**src/design/rpq_pkg.sv**
```systemverilog
`timescale 1ns / 1ps
`default_nettype none

package rpq_pkg;

    // Request kinds
    typedef enum logic [1:0] {
        KIND_CLEAR = 2'd0,
        KIND_LOAD  = 2'd1,
        KIND_QUERY = 2'd2
    } t_kind;

    // Sequencer states
    typedef enum logic [1:0] {
        ST_IDLE,
        ST_SCAN,
        ST_FLUSH
    } t_state;

    typedef struct packed {
        logic signed [31:0] x;
        logic signed [31:0] y;
    } t_point;

    typedef struct packed {
        logic signed [31:0] x_min;
        logic signed [31:0] x_max;
        logic signed [31:0] y_min;
        logic signed [31:0] y_max;
    } t_rect;

    // Read and write port control from the sequencer to the store
    typedef struct packed {
        logic wr_en;
        logic rd_en;
    } t_store_ctl;

    localparam int MAX_RESULTS = 64;
    localparam int RES_W       = 7;
    localparam int IDX_W       = 6;

endpackage

`default_nettype wire

```
**src/design/rpq_store.sv**
```systemverilog
`timescale 1ns / 1ps
`default_nettype none

module rpq_store #(
    parameter int DEPTH = 64,
    parameter int AW    = 6
) (
    input  wire logic                i_clk,
    input  wire rpq_pkg::t_store_ctl i_ctl,
    input  wire logic [AW-1:0]       i_wr_addr,
    input  wire rpq_pkg::t_point     i_wr_data,
    input  wire logic [AW-1:0]       i_rd_addr,
    output rpq_pkg::t_point          o_rd_data
);

    rpq_pkg::t_point r_mem [DEPTH];
    rpq_pkg::t_point r_rd_data;

    // Write one point per load request
    always_ff @(posedge i_clk) begin
        if (i_ctl.wr_en) begin
            r_mem[i_wr_addr] <= i_wr_data;
        end
    end

    // Registered read; hold the data while the scan is paused
    always_ff @(posedge i_clk) begin
        if (i_ctl.rd_en) begin
            r_rd_data <= r_mem[i_rd_addr];
        end
    end

    assign o_rd_data = r_rd_data;

endmodule

`default_nettype wire

```
**src/design/rpq_match.sv**
```systemverilog
`timescale 1ns / 1ps
`default_nettype none

module rpq_match (
    input  wire rpq_pkg::t_point i_point,
    input  wire rpq_pkg::t_rect  i_rect,
    output logic                 o_hit
);

    // Inclusive bounds test; an inverted range never hits
    always_comb begin
        o_hit = (i_point.x >= i_rect.x_min) && (i_point.x <= i_rect.x_max) &&
                (i_point.y >= i_rect.y_min) && (i_point.y <= i_rect.y_max);
    end

endmodule

`default_nettype wire

```
**src/design/rpq_seq.sv**
```systemverilog
`timescale 1ns / 1ps
`default_nettype none

module rpq_seq #(
    parameter int MAX_POINTS = 64,
    parameter int AW         = 6
) (
    input  wire logic                i_clk,
    input  wire logic                i_rst_n,
    // request channel
    input  wire logic                i_valid,
    output logic                     o_stall,
    input  wire logic [1:0]          i_kind,
    input  wire logic signed [31:0]  i_point_x,
    input  wire logic signed [31:0]  i_point_y,
    input  wire logic signed [31:0]  i_x_min,
    input  wire logic signed [31:0]  i_x_max,
    input  wire logic signed [31:0]  i_y_min,
    input  wire logic signed [31:0]  i_y_max,
    // result channel
    output logic                     o_valid,
    input  wire logic                i_stall,
    output logic [5:0]               o_point_index,
    output logic                     o_found,
    output logic                     o_last,
    // store and compare unit
    output rpq_pkg::t_store_ctl      o_store_ctl,
    output logic [AW-1:0]            o_wr_addr,
    output rpq_pkg::t_point          o_wr_data,
    output logic [AW-1:0]            o_rd_addr,
    output rpq_pkg::t_rect           o_rect,
    input  wire logic                i_hit
);

    localparam int CW = $clog2(MAX_POINTS + 1);

    rpq_pkg::t_state           r_state, n_state;
    logic [CW-1:0]             r_count, n_count;
    logic [CW-1:0]             r_addr, n_addr;
    logic                      r_dv, n_dv;
    logic [AW-1:0]             r_dv_idx, n_dv_idx;
    logic                      r_pend, n_pend;
    logic [AW-1:0]             r_pend_idx, n_pend_idx;
    logic [rpq_pkg::RES_W-1:0] r_nres, n_nres;
    rpq_pkg::t_rect            r_rect, n_rect;
    logic                      r_o_valid, n_o_valid;
    logic [5:0]                r_o_idx, n_o_idx;
    logic                      r_o_found, n_o_found;
    logic                      r_o_last, n_o_last;

    logic                      w_out_free;
    logic                      w_hit;
    logic [AW+rpq_pkg::IDX_W-1:0] w_idx_ext;

    assign w_out_free = !r_o_valid || !i_stall;
    assign w_hit      = r_dv && i_hit;
    assign w_idx_ext  = {{rpq_pkg::IDX_W{1'b0}}, r_pend_idx};

    // Control registers
    always_ff @(posedge i_clk) begin
        if (!i_rst_n) begin
            r_state   <= rpq_pkg::ST_IDLE;
            r_count   <= '0;
            r_dv      <= 1'b0;
            r_pend    <= 1'b0;
            r_o_valid <= 1'b0;
        end else begin
            r_state   <= n_state;
            r_count   <= n_count;
            r_dv      <= n_dv;
            r_pend    <= n_pend;
            r_o_valid <= n_o_valid;
        end
    end

    // Payload registers
    always_ff @(posedge i_clk) begin
        r_addr     <= n_addr;
        r_dv_idx   <= n_dv_idx;
        r_pend_idx <= n_pend_idx;
        r_nres     <= n_nres;
        r_rect     <= n_rect;
        r_o_idx    <= n_o_idx;
        r_o_found  <= n_o_found;
        r_o_last   <= n_o_last;
    end

    // Next state, scan step and result register
    always_comb begin
        n_state     = r_state;
        n_count     = r_count;
        n_addr      = r_addr;
        n_dv        = r_dv;
        n_dv_idx    = r_dv_idx;
        n_pend      = r_pend;
        n_pend_idx  = r_pend_idx;
        n_nres      = r_nres;
        n_rect      = r_rect;
        n_o_valid   = r_o_valid && i_stall;
        n_o_idx     = r_o_idx;
        n_o_found   = r_o_found;
        n_o_last    = r_o_last;
        o_store_ctl = '0;
        o_wr_addr   = r_count[AW-1:0];
        o_wr_data   = '{x: i_point_x, y: i_point_y};
        o_rd_addr   = r_addr[AW-1:0];

        case (r_state)
            rpq_pkg::ST_IDLE: begin
                if (i_valid) begin
                    case (rpq_pkg::t_kind'(i_kind))
                        rpq_pkg::KIND_CLEAR: begin
                            n_count = '0;
                        end
                        rpq_pkg::KIND_LOAD: begin
                            // drop the point when the store is full
                            if (r_count != CW'(MAX_POINTS)) begin
                                o_store_ctl.wr_en = 1'b1;
                                n_count           = r_count + CW'(1);
                            end
                        end
                        rpq_pkg::KIND_QUERY: begin
                            n_rect  = '{x_min: i_x_min, x_max: i_x_max,
                                        y_min: i_y_min, y_max: i_y_max};
                            n_addr  = '0;
                            n_dv    = 1'b0;
                            n_pend  = 1'b0;
                            n_nres  = '0;
                            n_state = rpq_pkg::ST_SCAN;
                        end
                        default: begin
                        end
                    endcase
                end
            end
            rpq_pkg::ST_SCAN: begin
                // pause when a held hit must go out and the result register is busy
                if (!(w_hit && r_pend && !w_out_free)) begin
                    if (w_hit && r_pend) begin
                        n_o_valid = 1'b1;
                        n_o_idx   = w_idx_ext[rpq_pkg::IDX_W-1:0];
                        n_o_found = 1'b1;
                        n_o_last  = 1'b0;
                    end
                    if (w_hit) begin
                        n_pend     = 1'b1;
                        n_pend_idx = r_dv_idx;
                        n_nres     = r_nres + rpq_pkg::RES_W'(1);
                    end
                    if (w_hit && r_nres == rpq_pkg::RES_W'(rpq_pkg::MAX_RESULTS - 1)) begin
                        // result cap reached: stop the scan
                        n_dv    = 1'b0;
                        n_state = rpq_pkg::ST_FLUSH;
                    end else if (r_addr < r_count) begin
                        o_store_ctl.rd_en = 1'b1;
                        n_addr            = r_addr + CW'(1);
                        n_dv              = 1'b1;
                        n_dv_idx          = r_addr[AW-1:0];
                    end else begin
                        n_dv    = 1'b0;
                        n_state = rpq_pkg::ST_FLUSH;
                    end
                end
            end
            rpq_pkg::ST_FLUSH: begin
                // emit the held hit as last, or the no-hit result
                if (w_out_free) begin
                    n_o_valid = 1'b1;
                    n_o_idx   = r_pend ? w_idx_ext[rpq_pkg::IDX_W-1:0] : '0;
                    n_o_found = r_pend;
                    n_o_last  = 1'b1;
                    n_pend    = 1'b0;
                    n_state   = rpq_pkg::ST_IDLE;
                end
            end
            default: begin
                n_state = rpq_pkg::ST_IDLE;
            end
        endcase
    end

    assign o_stall       = (r_state != rpq_pkg::ST_IDLE);
    assign o_rect        = r_rect;
    assign o_valid       = r_o_valid;
    assign o_point_index = r_o_idx;
    assign o_found       = r_o_found;
    assign o_last        = r_o_last;

endmodule

`default_nettype wire

```
**src/design/rectangle_point_query.sv**
```systemverilog
// Channel   | Direction | Handshake          | Payload
// request   | in        | i_valid / o_stall  | i_kind, i_point_x, i_point_y,
//           |           |                    | i_x_min, i_x_max, i_y_min, i_y_max
// result    | out       | o_valid / i_stall  | o_point_index, o_found, o_last
//
// Clear and load requests leave the sequencer idle, so o_stall stays low for them.
// A query scans the stored points in order, pausing only as noted below:
// the store's single read port and the shared compare unit test one point per cycle.
// Reset (synchronous, active low) empties the store; point data are not cleared.
// A stalled result pauses the scan only when another hit must go out.
`timescale 1ns / 1ps
`default_nettype none

module rectangle_point_query #(
    parameter int MAX_POINTS = 64
) (
    input  wire logic               i_clk,
    input  wire logic               i_rst_n,
    input  wire logic               i_valid,
    output logic                    o_stall,
    input  wire logic [1:0]         i_kind,
    input  wire logic signed [31:0] i_point_x,
    input  wire logic signed [31:0] i_point_y,
    input  wire logic signed [31:0] i_x_min,
    input  wire logic signed [31:0] i_x_max,
    input  wire logic signed [31:0] i_y_min,
    input  wire logic signed [31:0] i_y_max,
    output logic                    o_valid,
    input  wire logic               i_stall,
    output logic [5:0]              o_point_index,
    output logic                    o_found,
    output logic                    o_last
);

    localparam int AW = (MAX_POINTS > 1) ? $clog2(MAX_POINTS) : 1;

    rpq_pkg::t_store_ctl w_store_ctl;
    logic [AW-1:0]       w_wr_addr;
    rpq_pkg::t_point     w_wr_data;
    logic [AW-1:0]       w_rd_addr;
    rpq_pkg::t_point     w_rd_data;
    rpq_pkg::t_rect      w_rect;
    logic                w_hit;

    rpq_seq #(
        .MAX_POINTS (MAX_POINTS),
        .AW         (AW)
    ) u_seq (
        .i_clk         (i_clk),
        .i_rst_n       (i_rst_n),
        .i_valid       (i_valid),
        .o_stall       (o_stall),
        .i_kind        (i_kind),
        .i_point_x     (i_point_x),
        .i_point_y     (i_point_y),
        .i_x_min       (i_x_min),
        .i_x_max       (i_x_max),
        .i_y_min       (i_y_min),
        .i_y_max       (i_y_max),
        .o_valid       (o_valid),
        .i_stall       (i_stall),
        .o_point_index (o_point_index),
        .o_found       (o_found),
        .o_last        (o_last),
        .o_store_ctl   (w_store_ctl),
        .o_wr_addr     (w_wr_addr),
        .o_wr_data     (w_wr_data),
        .o_rd_addr     (w_rd_addr),
        .o_rect        (w_rect),
        .i_hit         (w_hit)
    );

    rpq_store #(
        .DEPTH (MAX_POINTS),
        .AW    (AW)
    ) u_store (
        .i_clk     (i_clk),
        .i_ctl     (w_store_ctl),
        .i_wr_addr (w_wr_addr),
        .i_wr_data (w_wr_data),
        .i_rd_addr (w_rd_addr),
        .o_rd_data (w_rd_data)
    );

    rpq_match u_match (
        .i_point (w_rd_data),
        .i_rect  (w_rect),
        .o_hit   (w_hit)
    );

endmodule

`default_nettype wire

```
**config.mk**
```make
export PLATFORM = sky130hd
export DESIGN_NAME = rectangle_point_query
export DESIGN_NICKNAME = d
export VERILOG_FILES = /design/src/design/rpq_pkg.sv /design/src/design/rpq_store.sv /design/src/design/rpq_match.sv /design/src/design/rpq_seq.sv /design/src/design/rectangle_point_query.sv
export SDC_FILE = /design/constraint.sdc
export NUM_CORES = 2
export LEC_CHECK = 0
export ABC_CLOCK_PERIOD_IN_PS = 7100
export BUFFER_PORTS_ARGS = -buffer_cell sky130_fd_sc_hd__buf_2
export CAP_MARGIN = 5
export CORE_MARGIN = 3
export CORE_UTILIZATION = 45
export CTS_CLUSTER_SIZE = 24
export DETAILED_ROUTE_END_ITERATION = 7
export GPL_TIMING_DRIVEN = 0
export HOLD_SLACK_MARGIN = 0.06
export MAX_ROUTING_LAYER = met4
export PLACE_DENSITY_LB_ADDON = 0.12
export SLEW_MARGIN = 10
export SYNTH_ARGS = -nofsm -noshare
export SYNTH_HDL_FRONTEND = slang
export SYNTH_SLANG_ARGS = --single-unit
```
**constraint.sdc**
```tcl
create_clock -name i_clk -period 7.1 [get_ports i_clk]
set_input_delay 0.355 -clock i_clk [delete_from_list [all_inputs] [get_ports i_clk]]
set_output_delay 0.355 -clock i_clk [all_outputs]
set_load 0.01 [all_outputs]
```
==> reports/summary.txt <==
Initial drt markers -> 9,369
Share of layout cells above drive strength 1 -> 31.6%
Worst path top cell family by delay -> compound AO/OA/AOI/OAI gates
Lkg Pwr -> 61.9 nW
Fin worst setup slack -> 911 ps
Worst reg-to-reg path cell count -> 12
RSZ-0062 raised after global routing -> false
Outcome -> finished clean
GRT overflow -> 0
Initial Util -> 45.3%
Ys async rst share -> 0%
Peak VDD IR -> 0.215 mV
Final cycle utilization of the critical path -> 87.2%
Final Critical Period -> 6190 ps
Initial antenna violation count -> 26
Data required, critical path -> 7780 ps
Largest area contributor in the netlist -> edfxtp_1
WL per Instance -> 35.2 um
Port bufs -> 207
Syn avg cell area -> 24.9 um2
Routed vias -> 78,800
WP depth -> 12
Vias in the first global route -> 80,500
Top-count cell post-synth -> edfxtp_1
Finished Layout Cells -> 13,100
Final core occ -> 53.6%
Clk sinks -> 4,334
Max Cap Violations -> 0
Dpl cells -> 12,000
Die height -> 613 um
Routability Congestion -> 0.804
Number of post-CTS setup repair buffers -> 0
First-pass GRT wire length -> 638,000 um
Worst hold stages -> 1
Setup violators final -> 0
Syn Inst Count -> 6,664
Cell Area, Placed -> 180,000 um2
Synth-to-Final Area Change -> 18.5%
Post-route ant nets -> 0
Tot GR Track Use -> 25.3%
Final nets -> 8,213
Num ports -> 208
Post-cts gate resize count -> 0
Main flop type after synthesis -> edfxtp_1
Post-route cell area -> 197,000 um2
Clock root buffer -> clkbuf_16
H-tree Lvls -> 5
PD cells -> 300 nW/um2
Final Total Pwr -> 58.9 mW
DRT Pass-1 Iters -> 7
# hold bufs at CTS -> 266
Worst skew pair latency -> 980 ps
Synth Register Bits -> 4,334
Avg Vias per Cell -> 6.02
Final Hold Fails -> 0
HP Class -> in -> reg
Storage element area -> 130,000 um2
Clock transition at the registers of the reported paths -> 60 ps
Final HPWL DP -> 324,000 um
Multi-input gate area -> 34,700 um2
Hold Slack -> 131 ps
Final TNS setup -> 0 ps
Max Fclk -> 0.162 GHz
CP Buf/Inv Count -> 3
CP Cell Sequence -> ha_1 -> nand4_1 -> a21oi_1 -> o21ai_0 -> a21oi_1 -> o21ai_0 -> or4_1 -> buf_2 -> o21ai_0 -> nor2_4 -> buf_12 -> buf_12
TritonCTS clock tree -> yes
CTS max path bufs -> 4
Number of synthesized flops with an enable pin -> 4,322
Pin count of the biggest net entering global routing -> 65
Top post-synthesis cells by area -> edfxtp_1, mux4_2, ha_1
Fill cell count -> 27,500
WL final -> 461,000 um
Core ar. -> 366,000 um2
Commonest cells post-synth -> edfxtp_1, mux4_2, clkbuf_1
Share of the synthesized area in the top cell type -> 78.2%
Num rows -> 222
R2r setup slk -> 910 ps
Clock skew -> 51.0 ps
Synthesized cell area -> 166,000 um2
CP most frequent cell -> o21ai_0
Startpoint Class -> flip-flop
Worst setup path category -> reg -> reg
Slowest stage cell, crit path -> a21oi_1
CP Capture Type -> flip-flop
Highest fanout seen on the critical path -> 17
Die ar. -> 376,000 um2
Actual slew at the worst max-slew pin -> 1340 ps
Pins Over Slew Limit -> 0
Synth warnings -> 0
Slew HR -> 10.8%
TritonCTS Buffers -> 449
Post-Place Setup Slack -> 677 ps
Chip width -> 613 um
Post-Syn Nets -> 7,004
Seq/Total Area, Yosys -> 78.4%
CP max stage delay -> 1020 ps
DRC viols -> 0
Yosys cell types -> 50
Arr. time, crit path -> 6870 ps
-- registers in the layout, summed over array words and instances, names as in the netlist, 2 cells and up --
register and cells:
u_store.o_rd_data 64, u_seq.r_nres 7, u_seq.r_count 7, u_seq.r_dv_idx 6
u_store.r_mem 4096, u_seq.r_pend_idx 6, u_seq.r_addr 7, u_seq.o_rect 128
u_seq.r_state 2, u_seq.o_point_index 6
-- kinds of logic after synthesis --
| logic type | count (synthesis) | synth area share (%) |
|---|---|---|
| xor+xnor | 12 | 0.0634 |
| fa+ha+maj | 142 | 1.07 |
| simple gates | 242 | 0.677 |
| buf+inv | 448 | 1.02 |
| mux | 1347 | 18.3 |
| flops | 4334 | 78.4 |
| compound gates | 139 | 0.529 |
-- area by class of cell --
class	instances	area share (%)
antenna	39	0.0497
buffer	306	0.633
clock buffer	545	5.97
clock inverter	272	1.25
inverter	142	0.271
multi-input combinational	1882	17.7
sequential	4334	66.2
tap	4816	3.07
timing repair buffer	758	4.95
-- layer usage --
layer / global-route usage [%] / up-vias / part of all wire (%)
met4: 7.22 / 0 / 3.0
met2: 41.2 / 3069 / 50
li1: - / 31500 / -
met1: 33.6 / 43500 / 40
met3: 3.55 / 697 / 6.7
met5: - / - / 0
-- worst paths after layout --
check                                                startpoint                              end
worst max-delay path            u_store.o_rd_data[39]$_DFFE_PP_  u_store.o_rd_data[35]$_DFFE_PP_
worst min-delay path                              i_point_y[15]   u_store.r_mem[1][15]$_DFFE_PP_
worst max register to register  u_store.o_rd_data[39]$_DFFE_PP_  u_store.o_rd_data[35]$_DFFE_PP_
worst min register to register      u_seq.r_dv_idx[2]$_DFFE_PP_    u_seq.r_pend_idx[2]$_DFFE_PP_
-- power breakdown --
| group | leakage [nW] | switching [mW] | total [mW] | internal, mW |
|---|---|---|---|---|
| Combinational | 16.0 | 4.23 | 7.50 | 3.27 |
| Clock | 6.95 | 9.72 | 22.9 | 13.1 |
| Sequential | 39.0 | 0.127 | 28.5 | 28.4 |
| Total | 61.9 | 14.1 | 58.9 | 44.8 |
-- worst register-to-register path, cell delays in order, from the launching register on --
cell,delay (ps)
edfxtp_1,500
ha_1,380
nand4_1,740
a21oi_1,1050
o21ai_0,250
a21oi_1,650
o21ai_0,410
or4_1,540
buf_2,180
o21ai_0,440
nor2_4,250
buf_12,260
buf_12,230
-- placed cells by master (no fill, tap or decap), types with 33 or more instances in the layout --
master         count
buf_2            223
mux4_2          1344
nand3_1           33
nor2_4            66
nor2_1            34
bufinv_16         40
diode_2           39
clkbuf_1         255
inv_1            141
edfxtp_1        4322
clkbuf_2          58
buf_12           222
clkbuf_16        455
buf_1             66
ha_1             142
nand2_1           40
dlygate4sd3_1    266
clkinv_2          91
clkinv_1         112
a21oi_1           60
buf_16            53
Power figures use the tool's default switching activity.
